[config.mk]
export PLATFORM = sky130hd
export DESIGN_NAME = ps2_mouse_packet_tracker
export DESIGN_NICKNAME = d
export VERILOG_FILES = /design/src/rtl/core/ps2mt_pkg.sv /design/src/rtl/core/ps2mt_axis_clamp.sv /design/src/rtl/core/ps2_mouse_packet_tracker.sv
export SDC_FILE = /design/constraint.sdc
export NUM_CORES = 1
export LEC_CHECK = 0
export BUFFER_PORTS_ARGS = -buffer_cell sky130_fd_sc_hd__buf_2
export CELL_PAD_IN_SITES_DETAIL_PLACEMENT = 1
export CELL_PAD_IN_SITES_GLOBAL_PLACEMENT = 2
export CORE_AREA = 4 4 144 146
export CTS_BUF_LIST = sky130_fd_sc_hd__clkbuf_8
export DETAILED_ROUTE_END_ITERATION = 10
export DIE_AREA = 0 0 148 150
export PLACE_DENSITY_LB_ADDON = 0.1
export SLEW_MARGIN = 20
export SYNTH_ARGS = -nofsm -noshare
export SYNTH_HDL_FRONTEND = slang
export SYNTH_HIERARCHICAL = 1
export SYNTH_SLANG_ARGS = --single-unit
[constraint.sdc]
create_clock -name clock -period 8.5 [get_ports clock]
set_input_delay 0.85 -clock clock [delete_from_list [all_inputs] [get_ports clock]]
set_output_delay 0.85 -clock clock [all_outputs]
set_load 0.01 [all_outputs]
[src/rtl/core/ps2mt_pkg.sv]
// shared constants for the ps2 mouse packet tracker
// no dependencies
`timescale 1ns / 1ps

package ps2mt_pkg;

   localparam int COORD_BITS_DEFAULT = 12;
   localparam int EXTENT_BITS        = 13;
   localparam int OUT_COORD_BITS     = 12;
   localparam int BUTTON_BITS        = 3;
   localparam int CSR_ADDR_BITS      = 4;
   localparam int CSR_DATA_BITS      = 32;

   localparam logic [EXTENT_BITS-1:0] RESET_WIDTH  = 13'd640;
   localparam logic [EXTENT_BITS-1:0] RESET_HEIGHT = 13'd480;

   localparam logic [7:0] HEADER_SYNC_BIT = 8'h08;
   localparam logic [7:0] BUTTON_MASK     = 8'h07;

   // register index, taken from paddr[3:2]
   localparam logic [1:0] REG_SCREEN_WIDTH  = 2'd0;
   localparam logic [1:0] REG_SCREEN_HEIGHT = 2'd1;
   localparam logic [1:0] REG_ENABLED       = 2'd2;

endpackage

[src/rtl/core/ps2mt_axis_clamp.sv]
// one coordinate update: add or subtract a signed movement byte, then clamp
// depends on ps2mt_pkg
`timescale 1ns / 1ps

module ps2mt_axis_clamp #(
   parameter int COORD_BITS = ps2mt_pkg::COORD_BITS_DEFAULT
) (
   input  logic [COORD_BITS-1:0]            cursor_i,
   input  logic [7:0]                       delta_i,
   input  logic                             subtract_i,
   input  logic [ps2mt_pkg::EXTENT_BITS-1:0] extent_i,
   output logic [COORD_BITS-1:0]            cursor_o
);

   localparam int W = (COORD_BITS + 2 > ps2mt_pkg::EXTENT_BITS + 1) ?
                      COORD_BITS + 2 : ps2mt_pkg::EXTENT_BITS + 1;
   localparam logic [W-1:0] MAX_LIM = W'(1) << COORD_BITS;

   logic signed [W-1:0] cur_s;
   logic signed [W-1:0] dlt_s;
   logic signed [W-1:0] sum_s;
   logic [W-1:0]        ext_w;
   logic [W-1:0]        lim;
   logic [W-1:0]        res;

   always_comb begin
      cur_s = W'({1'b0, cursor_i});
      dlt_s = W'(signed'(delta_i));
      sum_s = subtract_i ? (cur_s - dlt_s) : (cur_s + dlt_s);

      // zero extent acts as one, large extents stop at the coordinate range
      ext_w = W'(extent_i);
      if (ext_w == '0) begin
         lim = W'(1);
      end else if (ext_w > MAX_LIM) begin
         lim = MAX_LIM;
      end else begin
         lim = ext_w;
      end

      if (sum_s < 0) begin
         res = '0;
      end else if (unsigned'(sum_s) >= lim) begin
         res = lim - W'(1);
      end else begin
         res = unsigned'(sum_s);
      end
   end

   assign cursor_o = res[COORD_BITS-1:0];

endmodule

[src/rtl/core/ps2_mouse_packet_tracker.sv]
// ps2 mouse packet tracker: one received byte per transfer, one position per packet
// a taken byte goes through the input stage, then the result register, to rsp_*
// throughput: one byte per cycle; a waiting result holds back only the last byte
// of the next packet, which then stalls the input until the result is taken
// reset clears control state, extents go to 640 x 480, block disabled,
// cursor to the middle of the reset extent
// depends on ps2mt_pkg and ps2mt_axis_clamp
`timescale 1ns / 1ps

module ps2_mouse_packet_tracker #(
   parameter int COORD_BITS = ps2mt_pkg::COORD_BITS_DEFAULT
) (
   input  logic                                  clock,
   input  logic                                  reset,

   input  logic                                  req_valid,
   output logic                                  req_stall,
   input  logic [7:0]                            req_rx_byte,

   output logic                                  rsp_valid,
   input  logic                                  rsp_stall,
   output logic [ps2mt_pkg::OUT_COORD_BITS-1:0]  rsp_pos_x,
   output logic [ps2mt_pkg::OUT_COORD_BITS-1:0]  rsp_pos_y,
   output logic [ps2mt_pkg::BUTTON_BITS-1:0]     rsp_button_bits,

   input  logic                                  psel,
   input  logic                                  penable,
   input  logic                                  pwrite,
   input  logic [ps2mt_pkg::CSR_ADDR_BITS-1:0]   paddr,
   input  logic [ps2mt_pkg::CSR_DATA_BITS-1:0]   pwdata,
   output logic [ps2mt_pkg::CSR_DATA_BITS-1:0]   prdata,
   output logic                                  pready
);

   localparam int OB = ps2mt_pkg::OUT_COORD_BITS;
   localparam logic [COORD_BITS-1:0] RESET_X =
      COORD_BITS'(ps2mt_pkg::RESET_WIDTH >> 1);
   localparam logic [COORD_BITS-1:0] RESET_Y =
      COORD_BITS'(ps2mt_pkg::RESET_HEIGHT >> 1);

   typedef enum logic [1:0] {
      IDX_HEADER = 2'd0,
      IDX_DX     = 2'd1,
      IDX_DY     = 2'd2
   } byte_index_type;

   // configuration registers
   logic [ps2mt_pkg::EXTENT_BITS-1:0] screen_width_ff;
   logic [ps2mt_pkg::EXTENT_BITS-1:0] screen_height_ff;
   logic                              enabled_ff;
   logic                              csr_write;
   logic [1:0]                        csr_index;

   // input stage
   logic       stage_valid_ff, stage_valid_in;
   logic [7:0] stage_byte_ff, stage_byte_in;

   // packet state
   byte_index_type          byte_index_ff, byte_index_in;
   logic [7:0]              header_byte_ff, header_byte_in;
   logic [7:0]              delta_x_byte_ff, delta_x_byte_in;
   logic [COORD_BITS-1:0]   cursor_x_ff, cursor_x_in;
   logic [COORD_BITS-1:0]   cursor_y_ff, cursor_y_in;

   // result register
   logic                             rsp_valid_ff, rsp_valid_in;
   logic [OB-1:0]                    rsp_pos_x_ff, rsp_pos_x_in;
   logic [OB-1:0]                    rsp_pos_y_ff, rsp_pos_y_in;
   logic [ps2mt_pkg::BUTTON_BITS-1:0] rsp_button_ff, rsp_button_in;

   logic                  out_free;
   logic                  stage_final;
   logic                  stage_has_result;
   logic                  stage_advance;
   logic [COORD_BITS-1:0] next_x;
   logic [COORD_BITS-1:0] next_y;
   logic [COORD_BITS+OB-1:0] wide_x;
   logic [COORD_BITS+OB-1:0] wide_y;

   // ---------------- configuration port ----------------
   assign pready    = 1'b1;
   assign csr_write = psel && penable && pwrite;
   assign csr_index = paddr[3:2];

   always_ff @(posedge clock) begin
      if (reset) begin
         screen_width_ff  <= ps2mt_pkg::RESET_WIDTH;
         screen_height_ff <= ps2mt_pkg::RESET_HEIGHT;
         enabled_ff       <= 1'b0;
      end else if (csr_write) begin
         unique case (csr_index)
            ps2mt_pkg::REG_SCREEN_WIDTH:
               screen_width_ff <= pwdata[ps2mt_pkg::EXTENT_BITS-1:0];
            ps2mt_pkg::REG_SCREEN_HEIGHT:
               screen_height_ff <= pwdata[ps2mt_pkg::EXTENT_BITS-1:0];
            ps2mt_pkg::REG_ENABLED:
               enabled_ff <= pwdata[0];
            default: ;
         endcase
      end
   end

   always_comb begin
      unique case (csr_index)
         ps2mt_pkg::REG_SCREEN_WIDTH:
            prdata = ps2mt_pkg::CSR_DATA_BITS'(screen_width_ff);
         ps2mt_pkg::REG_SCREEN_HEIGHT:
            prdata = ps2mt_pkg::CSR_DATA_BITS'(screen_height_ff);
         ps2mt_pkg::REG_ENABLED:
            prdata = ps2mt_pkg::CSR_DATA_BITS'(enabled_ff);
         default:
            prdata = '0;
      endcase
   end

   // ---------------- flow control ----------------
   assign out_free = !rsp_valid_ff || !rsp_stall;
   // an unexpected index three is handled as the last byte of a packet
   assign stage_final      = (byte_index_ff != IDX_HEADER) && (byte_index_ff != IDX_DX);
   assign stage_has_result = stage_valid_ff && enabled_ff && stage_final;
   assign stage_advance    = stage_valid_ff && (!stage_has_result || out_free);
   assign req_stall        = stage_valid_ff && !stage_advance;

   always_comb begin
      stage_valid_in = stage_valid_ff;
      stage_byte_in  = stage_byte_ff;
      if (!req_stall) begin
         stage_valid_in = req_valid;
         stage_byte_in  = req_rx_byte;
      end
   end

   always_ff @(posedge clock) begin
      if (reset) begin
         stage_valid_ff <= 1'b0;
      end else begin
         stage_valid_ff <= stage_valid_in;
      end
      stage_byte_ff <= stage_byte_in;
   end

   // ---------------- coordinate update ----------------
   ps2mt_axis_clamp #(.COORD_BITS(COORD_BITS)) u_clamp_x (
      .cursor_i   (cursor_x_ff),
      .delta_i    (delta_x_byte_ff),
      .subtract_i (1'b0),
      .extent_i   (screen_width_ff),
      .cursor_o   (next_x)
   );

   // y grows downward, so the movement is subtracted
   ps2mt_axis_clamp #(.COORD_BITS(COORD_BITS)) u_clamp_y (
      .cursor_i   (cursor_y_ff),
      .delta_i    (stage_byte_ff),
      .subtract_i (1'b1),
      .extent_i   (screen_height_ff),
      .cursor_o   (next_y)
   );

   assign wide_x = {{OB{1'b0}}, next_x};
   assign wide_y = {{OB{1'b0}}, next_y};

   always_comb begin
      byte_index_in   = byte_index_ff;
      header_byte_in  = header_byte_ff;
      delta_x_byte_in = delta_x_byte_ff;
      cursor_x_in     = cursor_x_ff;
      cursor_y_in     = cursor_y_ff;
      rsp_valid_in    = rsp_valid_ff;
      rsp_pos_x_in    = rsp_pos_x_ff;
      rsp_pos_y_in    = rsp_pos_y_ff;
      rsp_button_in   = rsp_button_ff;

      if (!rsp_stall) begin
         rsp_valid_in = 1'b0;
      end

      // disabled: the byte is consumed and nothing changes
      if (stage_advance && enabled_ff) begin
         unique case (byte_index_ff)
            IDX_HEADER: begin
               // drop headers without the sync bit to regain packet alignment
               if ((stage_byte_ff & ps2mt_pkg::HEADER_SYNC_BIT) != '0) begin
                  header_byte_in = stage_byte_ff;
                  byte_index_in  = IDX_DX;
               end
            end
            IDX_DX: begin
               delta_x_byte_in = stage_byte_ff;
               byte_index_in   = IDX_DY;
            end
            default: begin
               byte_index_in = IDX_HEADER;
               cursor_x_in   = next_x;
               cursor_y_in   = next_y;
               rsp_valid_in  = 1'b1;
               rsp_pos_x_in  = wide_x[OB-1:0];
               rsp_pos_y_in  = wide_y[OB-1:0];
               rsp_button_in = header_byte_ff[ps2mt_pkg::BUTTON_BITS-1:0] &
                               ps2mt_pkg::BUTTON_MASK[ps2mt_pkg::BUTTON_BITS-1:0];
            end
         endcase
      end
   end

   always_ff @(posedge clock) begin
      if (reset) begin
         byte_index_ff   <= IDX_HEADER;
         header_byte_ff  <= '0;
         delta_x_byte_ff <= '0;
         cursor_x_ff     <= RESET_X;
         cursor_y_ff     <= RESET_Y;
         rsp_valid_ff    <= 1'b0;
      end else begin
         byte_index_ff   <= byte_index_in;
         header_byte_ff  <= header_byte_in;
         delta_x_byte_ff <= delta_x_byte_in;
         cursor_x_ff     <= cursor_x_in;
         cursor_y_ff     <= cursor_y_in;
         rsp_valid_ff    <= rsp_valid_in;
      end
      rsp_pos_x_ff  <= rsp_pos_x_in;
      rsp_pos_y_ff  <= rsp_pos_y_in;
      rsp_button_ff <= rsp_button_in;
   end

   assign rsp_valid       = rsp_valid_ff;
   assign rsp_pos_x       = rsp_pos_x_ff;
   assign rsp_pos_y       = rsp_pos_y_ff;
   assign rsp_button_bits = rsp_button_ff;

endmodule

After elaboration in Yosys (flattened, before gate mapping)
Index checks and enable logic that the tools add are counted.
W data, S select, Z words.
{ "totals": {"ff_bits": 101, "inputBits": 51, "out_inout_bits": 62, "elab_cells": 71} }
{ "op_classes": {"addsub": 4, "magnitude_cmp": 6, "eq_ne": 5, "muxes": 14, "bitwise": 1, "reduce_logical": 27} }
{ "op_table": {"columns": ["cell", "n"], "rows": [
  ["$mux W13", 4],
  ["$mux W12", 4],
  ["$pmux W13 S3", 1],
  ["$ge A14 B13 Y1", 2],
  ["$lt A14 B1 Y1 const B", 2],
  ["$gt A13 B13 Y1 const B", 2],
  ["$logic_not A13 Y1", 2],
  ["$sub A12 B1 Y12 const B", 2],
  ["$add A13 B8 Y14", 1],
  ["$sub A13 B8 Y14", 1],
  ["$reduce_and A2 Y1", 6],
  ["$logic_and A1 B1 Y1", 8],
  ["$eq A2 B1 Y1 const B", 2],
  ["$logic_not A1 Y1", 4],
  ["$logic_not A2 Y1", 2],
  ["$pmux W2 S2", 1],
  ["$mux W1", 3],
  ["$reduce_and A3 Y1", 1],
  ["$eq A2 B2 Y1 const B", 1],
  ["$logic_or A1 B1 Y1", 2],
  ["$mux W2", 1],
  ["$ne A2 B1 Y1 const B", 1],
  ["$ne A2 B2 Y1 const B", 1],
  ["$reduce_bool A2 Y1", 1],
  ["2 further kinds", 2]
]} }

Logic depth before layout (Yosys ltp)
Gate-level depths: netlist of the first run.
{ "logic_depth": {"ltp_word": 8, "mapped_depth": 21, "ltp_nobuf": 20} }

Modules after synthesis
The synthesis of the first run kept the hierarchy.
{ "by_module_without_submodules": {"columns": ["module", "instances", "cells_per_inst", "area_each_um2", "seq_area_each_um2"], "rows": [
  ["ps2_mouse_packet_tracker", 1, 377, 4116.4, 2372.3],
  ["ps2mt_axis_clamp (u_clamp_x)", 1, 243, 1783.0, 0.0],
  ["ps2mt_axis_clamp (u_clamp_y)", 1, 224, 1574.0, 0.0]
]} }

Worst setup path after synthesis of the first run
No wires, ideal clock.
{ "synth_timing": {"kind": "register to register", "start": "register stage_byte_ff[2]", "end": "register cursor_y_ff[9]", "setup_time_ns": 0.070, "arrival_time_ns": 4.313, "t_required_ns": 8.430, "setup_slack_ns": 4.117, "path_stages_with_launch": 17, "path_buffers": 1, "synth_period_minus_slack_ns": 4.383, "cell_sequence": "edfxtp_1 > nor4_4 > a31o_2 > ha_1 > o21ai_0 > o31a_1 > a31oi_2 > a31oi_1 > xnor2_1 > ha_1 > a21o_1 > a221oi_1 > o21ai_1 > clkbuf_1 > a311oi_1 > or3b_2 > a21oi_1"} }
{ "synth_via": {"elab_chain_cells": 4, "elab_cells_between_ends": 5, "cone_classes": "add/sub: 1; order compare: 2; mux: 2"} }
{ "synth_rtl": {"columns": ["element", "line_no", "text"], "rows": [
  ["from (decl)", "ps2_mouse_packet_tracker.sv:56", "logic [7:0] stage_byte_ff, stage_byte_in;"],
  ["from (signal assigned)", "ps2_mouse_packet_tracker.sv:139", "stage_byte_ff <= stage_byte_in;"],
  ["$sub A13 B8 Y14 (*)", "ps2mt_axis_clamp.sv:29", "sum_s = subtract_i ? (cur_s - dlt_s) : (cur_s + dlt_s);"],
  ["$ge A14 B13 Y1", "ps2mt_axis_clamp.sv:43", "end else if (unsigned'(sum_s) >= lim) begin"],
  ["$mux W12", "ps2mt_axis_clamp.sv:43", null],
  ["$mux W12 (*)", "ps2mt_axis_clamp.sv:41", "if (sum_s < 0) begin"],
  ["via next_y[9]", "ps2_mouse_packet_tracker.sv:76", "logic [COORD_BITS-1:0] next_y;"],
  ["to (signal assigned)", "ps2_mouse_packet_tracker.sv:219", "cursor_y_ff <= cursor_y_in;"],
  ["to (decl)", "ps2_mouse_packet_tracker.sv:63", "logic [COORD_BITS-1:0] cursor_y_ff, cursor_y_in;"]
]} }
Mark *: on every way through the listed nets, which the timed path passes. The rest lies on a longest branch.
A chain may end at the register's enable or synchronous reset.

Final worst setup path of the first run
{ "layout_timing": {"start": "register stage_byte_ff[0]", "end": "register cursor_y_ff[8]"} }
Same word-level chain as after synthesis.

==> summary.md, run 1 <==
| Metric | Value |
|---|---|
| Gp weighted congestion | `0.818` |
| #FFs+latches synth | `101` |
| Final setup violation count | `0` |
| Setup Fix Bufs, Post-CTS | `0` |
| CTS Buf Count | `9` |
| P&R area growth vs syn | `9.09%` |
| Clk sink count | `101` |
| # resized after CTS | `0` |
| GRT Util Overall | `0.206` |
| Commonest cells after routing, fill and taps aside | `77 x nor2_1, 71 x buf_2, 66 x nand2_1, 66 x dfxtp_1, 65 x a21oi_1` |
| Worst ir drop on vdd | `80.9 uV` |
| DRC viols | `0` |
| Vias | `6,379` |
| Largest net degree at the start of global routing | `93` |
| Chip height | `150 um` |
| Met2 wire length | `11.4 mm` |
| CP Capture Type | `flip-flop` |
| Layout Skew | `0.0185 ns` |
| Max Transition Viols Final | `0` |
| Clock-pin slew on the worst setup and hold paths | `0.11 ns` |
| Post-Synthesis Cell Area | `7470 um2` |
| Die Wd | `148 um` |
| Cells after synthesis | `844` |
| Peak Freq | `182 MHz` |
| Worst hold margin | `0.435 ns` |
| Fin nets | `998` |
| RSZ-0062 raised after global routing | `false` |
| Wire per inst | `19.5 um` |
| CTS tree | `yes` |
| Synth area leaders | `dfxtp_1 18%, edfxtp_1 14%, ha_1 9.0%` |
| Yosys top cell by area | `dfxtp_1` |
| Yosys warning count | `6` |
| GR Overflow Total | `0` |
| Core footprint | `19,400 um2` |
| Port bufs | `71` |
| Overall Power | `1.05 mW` |
| Setup TNS | `0 ns` |
| Maximum clock insertion buffer count | `2` |
| Mean area per synthesized cell | `8.85 um2` |
| CTS Root Cell | `clkbuf_8` |
| Initial antenna violation count | `0` |
| Ys flop type | `dfxtp_1` |
| H-tree levels | `3` |
| CP Class | `flip-flop to flip-flop` |
| Worst path most repeated cell | `ha_1` |
| First-pass DRT Iterations | `4` |
| Max Used Layer | `met4` |
| Status | `complete, no violations` |
| Initial detailed-routing violation count | `262` |
| Synth cell types | `83` |
| HP Class | `flip-flop to flip-flop` |
| Pleak | `3.23 nW` |
| Later-pin clock latency in the skew report | `0.38 ns` |
| Number of I/O pins | `113` |
| Layout cell share with drive strength beyond 1 | `0.156` |
| Slew @ Worst Pin | `1.05 ns` |
| Max_cap viols | `0` |
| Arrival time worst endpoint | `5.81 ns` |
| Seq/Total Area, Yosys | `0.317` |
| Synth top area share | `0.177` |
| Worst path max stage delay | `0.72 ns` |
| Die Area | `22,200 um2` |
| First-pass GRT wire length | `36.3 mm` |
| Ant diodes | `0` |
| Post-DRT Antenna Nets | `0` |
| Crit path time final | `5.49 ns` |
| Final wirelength | `22.6 mm` |
| Core Rows | `51` |
| Critical Path RT | `8.82 ns` |
| CP cell instances | `inv_1, ha_1, a31o_2, ha_1, o21ai_0, o31a_1, a31oi_2, a31oi_1, xnor2_1, ha_1, and3_1, nand2_1, o21ai_1, buf_4, nor3b_1, a2111oi_1, or3b_2, a21oi_1` |
| Fraction of registers with async set/reset | `0` |
| Core Util, Final | `0.420` |
| Startpoint Class | `flip-flop` |
| Post-DP HPWL | `17.5 mm` |
| Number of flops mapped to enable cells by yosys | `35` |
| Relative slew margins | `0.295` |
| Initial core utilization | `0.385` |
| Via density per instance | `5.49` |
| Final hold violations | `0` |
| Pwr per Cell Area | `129 nW/um2` |
| Vias in the first global route | `6,780` |
| Met1 wire length | `10.0 mm` |
| Commonest non-fill, non-tap cell in the layout | `nor2_1` |
| CP max FO | `10` |
| Post-CTS Hold Buffers | `0` |
| Met3 wire length | `671 um` |
| Crit path max-delay cell type | `a2111oi_1` |
| Fin crit share | `0.646` |
## cell usage after synthesis (all sizes together) (4+ instances only)
master   count
nand4        5
a21o        16
mux2i       51
xnor2       24
xor2        13
edfxtp      35
nor3b        4
a21oi       67
o211ai       5
nor3        29
o21a         6
a311oi       7
or3b        20
dfxtp       66
o221ai       4
or3          6
clkbuf      26
nand2b      41
nor2        79
nor4         7
ha          54
inv         31
buf         35
nand3       11
a31oi       11
o21ai       44
a211oi      21
nor2b        6
nand2       68
a2111oi      4
## area by class of cell
cell class | count | area, um2
Sequential cell | 101 | 2370
Inverter | 32 | 120
Clock buffer | 9 | 124
Timing Repair Buffer | 75 | 385
Clock inverter | 7 | 90.1
Multi-Input combinational cell | 672 | 4730
Tap cell | 265 | 332
Fill cell | 2353 | 11200
## worst paths after layout
check,from,to,slack (ns),cells past startpoint
max,stage_byte_ff[0],cursor_y_ff[8],3.01,18
min,header_byte_ff[1],rsp_button_bits[1],0.44,0
max reg2reg,stage_byte_ff[0],cursor_y_ff[8],3.01,18
min reg2reg,header_byte_ff[1],rsp_button_bits[1],0.44,0
## worst max-delay path: cells and delay by family (launching register included)
kind,cells,cell delay [ns]
adders and majority gates,3,0.97
and+or+nand+nor,4,0.84
buffers and inverters,2,0.38
xor gates and xnor gates,1,0.17
AOI/OAI and AO/OA,8,2.53
DFF,1,0.53
## stage by stage
step / instances / setup slack, ns / cell area (um2)
floorplan: 866 / 4.12 / 7560
global placement: 1145 / 3.19 / 7930
detailed placement: 1145 / 3.07 / 7940
CTS: 1161 / 2.98 / 8150
global route: 1161 / 2.70 / 8150
finish: 1161 / 3.01 / 8150
## power by group
part / switching, mW / internal [mW]
registers: 0.00839 / 0.504
clock network: 0.182 / 0.165
logic: 0.119 / 0.0728
## cell families after synthesis
| logic type | Yosys count | synth area share |
|---|---|---|
| mux | 53 | 0.0713 |
| xor+xnor | 37 | 0.0444 |
| simple gates | 295 | 0.215 |
| buf+inv | 93 | 0.0623 |
| compound gates | 207 | 0.193 |
| other cells | 2 | 0.00100 |
| flops | 101 | 0.317 |
| fa+ha+maj | 56 | 0.0958 |
## layer usage
layer  vias up  GRT usage
met5         -          0
met4         0     0.0730
met3        34     0.0227
met2       113      0.374
met1      3118      0.253
li1       3114          -
## state kept, by name (all words and copies together), names as in the netlist, 8 cells and up
signal,flops
rsp_pos_x,12
rsp_pos_y,12
screen_height_ff,13
delta_x_byte_ff,8
screen_width_ff,13
cursor_x_ff,12
cursor_y_ff,12
stage_byte_ff,8
No activity file was read; power rests on OpenSTA's default activity.
==> run 2, diff against run 1 <==
Settings changed: CORE_AREA 4 4 144 146 to 4 4 150 152, DIE_AREA 0 0 148 150 to 0 0 154 156.
Clock period 8.5 ns to 5.65 ns, I/O delays scaled along.
==> run 2 against run 1 <==
Non-clock buffer count up 3. Hold slack worse by 0.076 ns. Final cell count up 1.1%. Global-route usage down 1.7 points. Clock power up 50%. Clock-buffer cell count unchanged. Setup slack worse by 2.7 ns.
==> summary.md, run 2 (synthesis gave the netlist of run 1 again) <==
| Metric | Value |
|---|---|
| Initial core utilization | `0.356 (-0.0297)` |
| Critical Path RT | `5.96 ns (-2.86 ns)` |
| Number of I/O pins | `113 (unchanged)` |
| Max_cap viols | `0 (unchanged)` |
| Layout cell share with drive strength beyond 1 | `0.161 (+0.00504)` |
| Slew @ Worst Pin | `1.03 ns (-0.0272 ns)` |
| Pleak | `3.25 nW (+0.53%)` |
| Core footprint | `21,000 um2 (+8.4%)` |
| Fin nets | `1,001 (+0.30%)` |
| Commonest non-fill, non-tap cell in the layout | `nor2_1` |
| Chip height | `156 um (+4.0%)` |
| Clk sink count | `101 (unchanged)` |
| Cell family contributing the most delay on the critical path | `compound AO/OA/AOI/OAI gates` |
| Crit path max-delay cell type | `edfxtp_1` |
| Area of the multi-input gates | `4730 um2 (+0.11%)` |
| CP Capture Type | `flip-flop` |
| Clock-pin slew on the worst setup and hold paths | `0.09 ns (-0.02 ns)` |
| Pwr per Cell Area | `193 nW/um2 (+50%)` |
| Commonest cells after routing, fill and taps aside | `77 x nor2_1, 71 x buf_2, 66 x nand2_1, 66 x dfxtp_1, 65 x a21oi_1` |
| Setup TNS | `0 ns (unchanged)` |
| CTS Root Cell | `clkbuf_8` |
| CP Class | `flip-flop to flip-flop` |
| Startpoint Class | `flip-flop` |
| Initial antenna violation count | `0 (unchanged)` |
| Worst path max stage delay | `0.55 ns (-0.17 ns)` |
| CP cell instances | `nor4_4, a31o_2, ha_1, o21ai_0, o31a_1, a31oi_2, a31oi_1, xnor2_1, ha_1, a21o_1, a221oi_1, o21ai_1, buf_4, a2111oi_1, or3b_2, a21oi_1` |
| Post-CTS Hold Buffers | `0 (unchanged)` |
| Worst path most repeated cell | `ha_1` |
| CP max FO | `8 (-2)` |
| Initial detailed-routing violation count | `227 (-13%)` |
| Setup Fix Bufs, Post-CTS | `0 (unchanged)` |
| Buffer and inverter count on the worst path | `1 (-1)` |
| RSZ-0062 raised after global routing | `false` |
| Core Util, Final | `0.390 (-0.0306)` |
| Final wirelength | `22.9 mm (+0.93%)` |
| Status | `complete, no violations` |
| Fin crit share | `0.937 (+0.291)` |
| Final setup violation count | `0 (unchanged)` |
| # resized after CTS | `0 (unchanged)` |
| Top Registers | `screen_height_ff x13, screen_width_ff x13` |
| CTS tree | `yes` |
| Gp weighted congestion | `0.820 (+0.21%)` |
| Ant diodes | `0 (unchanged)` |
| Core Rows | `53 (+3.9%)` |
| Post-DP Area | `7980 um2 (+0.50%)` |
| CTS Buf Count | `9 (unchanged)` |
| GR Overflow Total | `0 (unchanged)` |
| Maximum clock insertion buffer count | `2 (unchanged)` |
| H-tree levels | `3 (unchanged)` |
| HP Class | `primary input to flip-flop` |
| Sequential cell area | `2370 um2 (unchanged)` |
| Die Area | `24,000 um2 (+8.2%)` |
| Port bufs | `71 (unchanged)` |
| Placed cells | `1,158 (+1.1%)` |
| Peak Freq | `189 MHz (+3.7%)` |
| Via density per instance | `5.41 (-1.6%)` |
| Post-DP HPWL | `17.6 mm (+1.0%)` |
| Crit path time final | `5.29 ns (-0.196 ns)` |
| Largest net degree at the start of global routing | `93 (unchanged)` |
| Non-filler instance count after layout | `1,174 (+1.1%)` |
| P&R area growth vs syn | `9.61%` |
| Arrival time worst endpoint | `5.60 ns (-0.21 ns)` |
| Die Wd | `154 um (+4.1%)` |
| Final hold violations | `0 (unchanged)` |
| Vias in the first global route | `6,670 (-1.6%)` |
| First-pass GRT wire length | `36.3 mm (+0.13%)` |
| Later-pin clock latency in the skew report | `0.39 ns (about the same)` |
| DRC viols | `0 (unchanged)` |
| GRT Util Overall | `0.189 (-0.0169)` |
| Vias | `6,346 (-0.52%)` |
| Worst ir drop on vdd | `106 uV (+31%)` |
| Max Transition Viols Final | `0 (unchanged)` |
| Design Area, Final | `8190 um2 (+0.48%)` |
| Wire per inst | `19.5 um (-0.19%)` |
| Relative slew margins | `0.313 (+0.0182)` |
| First-pass DRT Iterations | `4 (unchanged)` |
| Layout Skew | `0.0104 ns (-0.00810 ns)` |
| Post-DRT Antenna Nets | `0 (unchanged)` |
| Fillers | `2,450 (+4.1%)` |
run 2: cell types whose count changed in the layout (fill, tap and decap cells not counted), sizes merged:
cell | previous run | this run
inv | 33 | 34
buf | 75 | 78
clkinv | 4 | 3
run 2: cell type report:
class / count / share of cell area
multi-input combinational: 672 / 0.578
sequential: 101 / 0.290
timing repair buffer: 78 / 0.0498
tap: 275 / 0.0420
clock buffer: 9 / 0.0151
inverter: 32 / 0.0147
clock inverter: 7 / 0.0108
run 2: through the flow:
step	hold slack [ns]	power (mW)	setup WS, ns
after global placement	0.423	1.07	0.507
after global routing	0.335	1.67	0.00426
after CTS	0.335	1.61	0.330
after floorplan	0.409	1.00	1.27
final	0.360	1.58	0.356
after detailed placement	0.424	1.08	0.388
run 2: routing by layer:
metal / vias to the layer above / track usage / part of all wire
li1: 3110 / - / -
met1: 3140 / 0.236 / 0.45
met2: 77 / 0.345 / 0.51
met3: 19 / 0.0205 / 0.023
met4: 0 / 0.0538 / 0.018
met5: - / 0 / 0
run 2: path summary, 6_finish.rpt:
| check | from | end | slack (ns) | depth (start not counted) |
|---|---|---|---|---|
| setup / recovery | stage_byte_ff[2] | cursor_y_ff[8] | 0.36 | 16 |
| hold reg to reg | header_byte_ff[0] | rsp_button_bits[0] | 0.44 | 0 |
| setup reg to reg | stage_byte_ff[2] | cursor_y_ff[8] | 0.36 | 16 |
| hold / removal | req_rx_byte[2] | stage_byte_ff[2] | 0.36 | 1 |
run 2: report_power, final:
part | total, mW | switching [mW] | internal [mW]
logic | 0.292 | 0.178 | 0.114
clock network | 0.520 | 0.271 | 0.249
registers | 0.771 | 0.0126 | 0.759
run 2: worst register-to-register path, cell delays in order, from the launching register on:
cell and delay (ns):
edfxtp_1 0.55, nor4_4 0.47, a31o_2 0.23, ha_1 0.20, o21ai_0 0.14, o31a_1 0.31
a31oi_2 0.31, a31oi_1 0.16, xnor2_1 0.25, ha_1 0.29, a21o_1 0.19, a221oi_1 0.42
o21ai_1 0.30, buf_4 0.25, a2111oi_1 0.54, or3b_2 0.49, a21oi_1 0.12
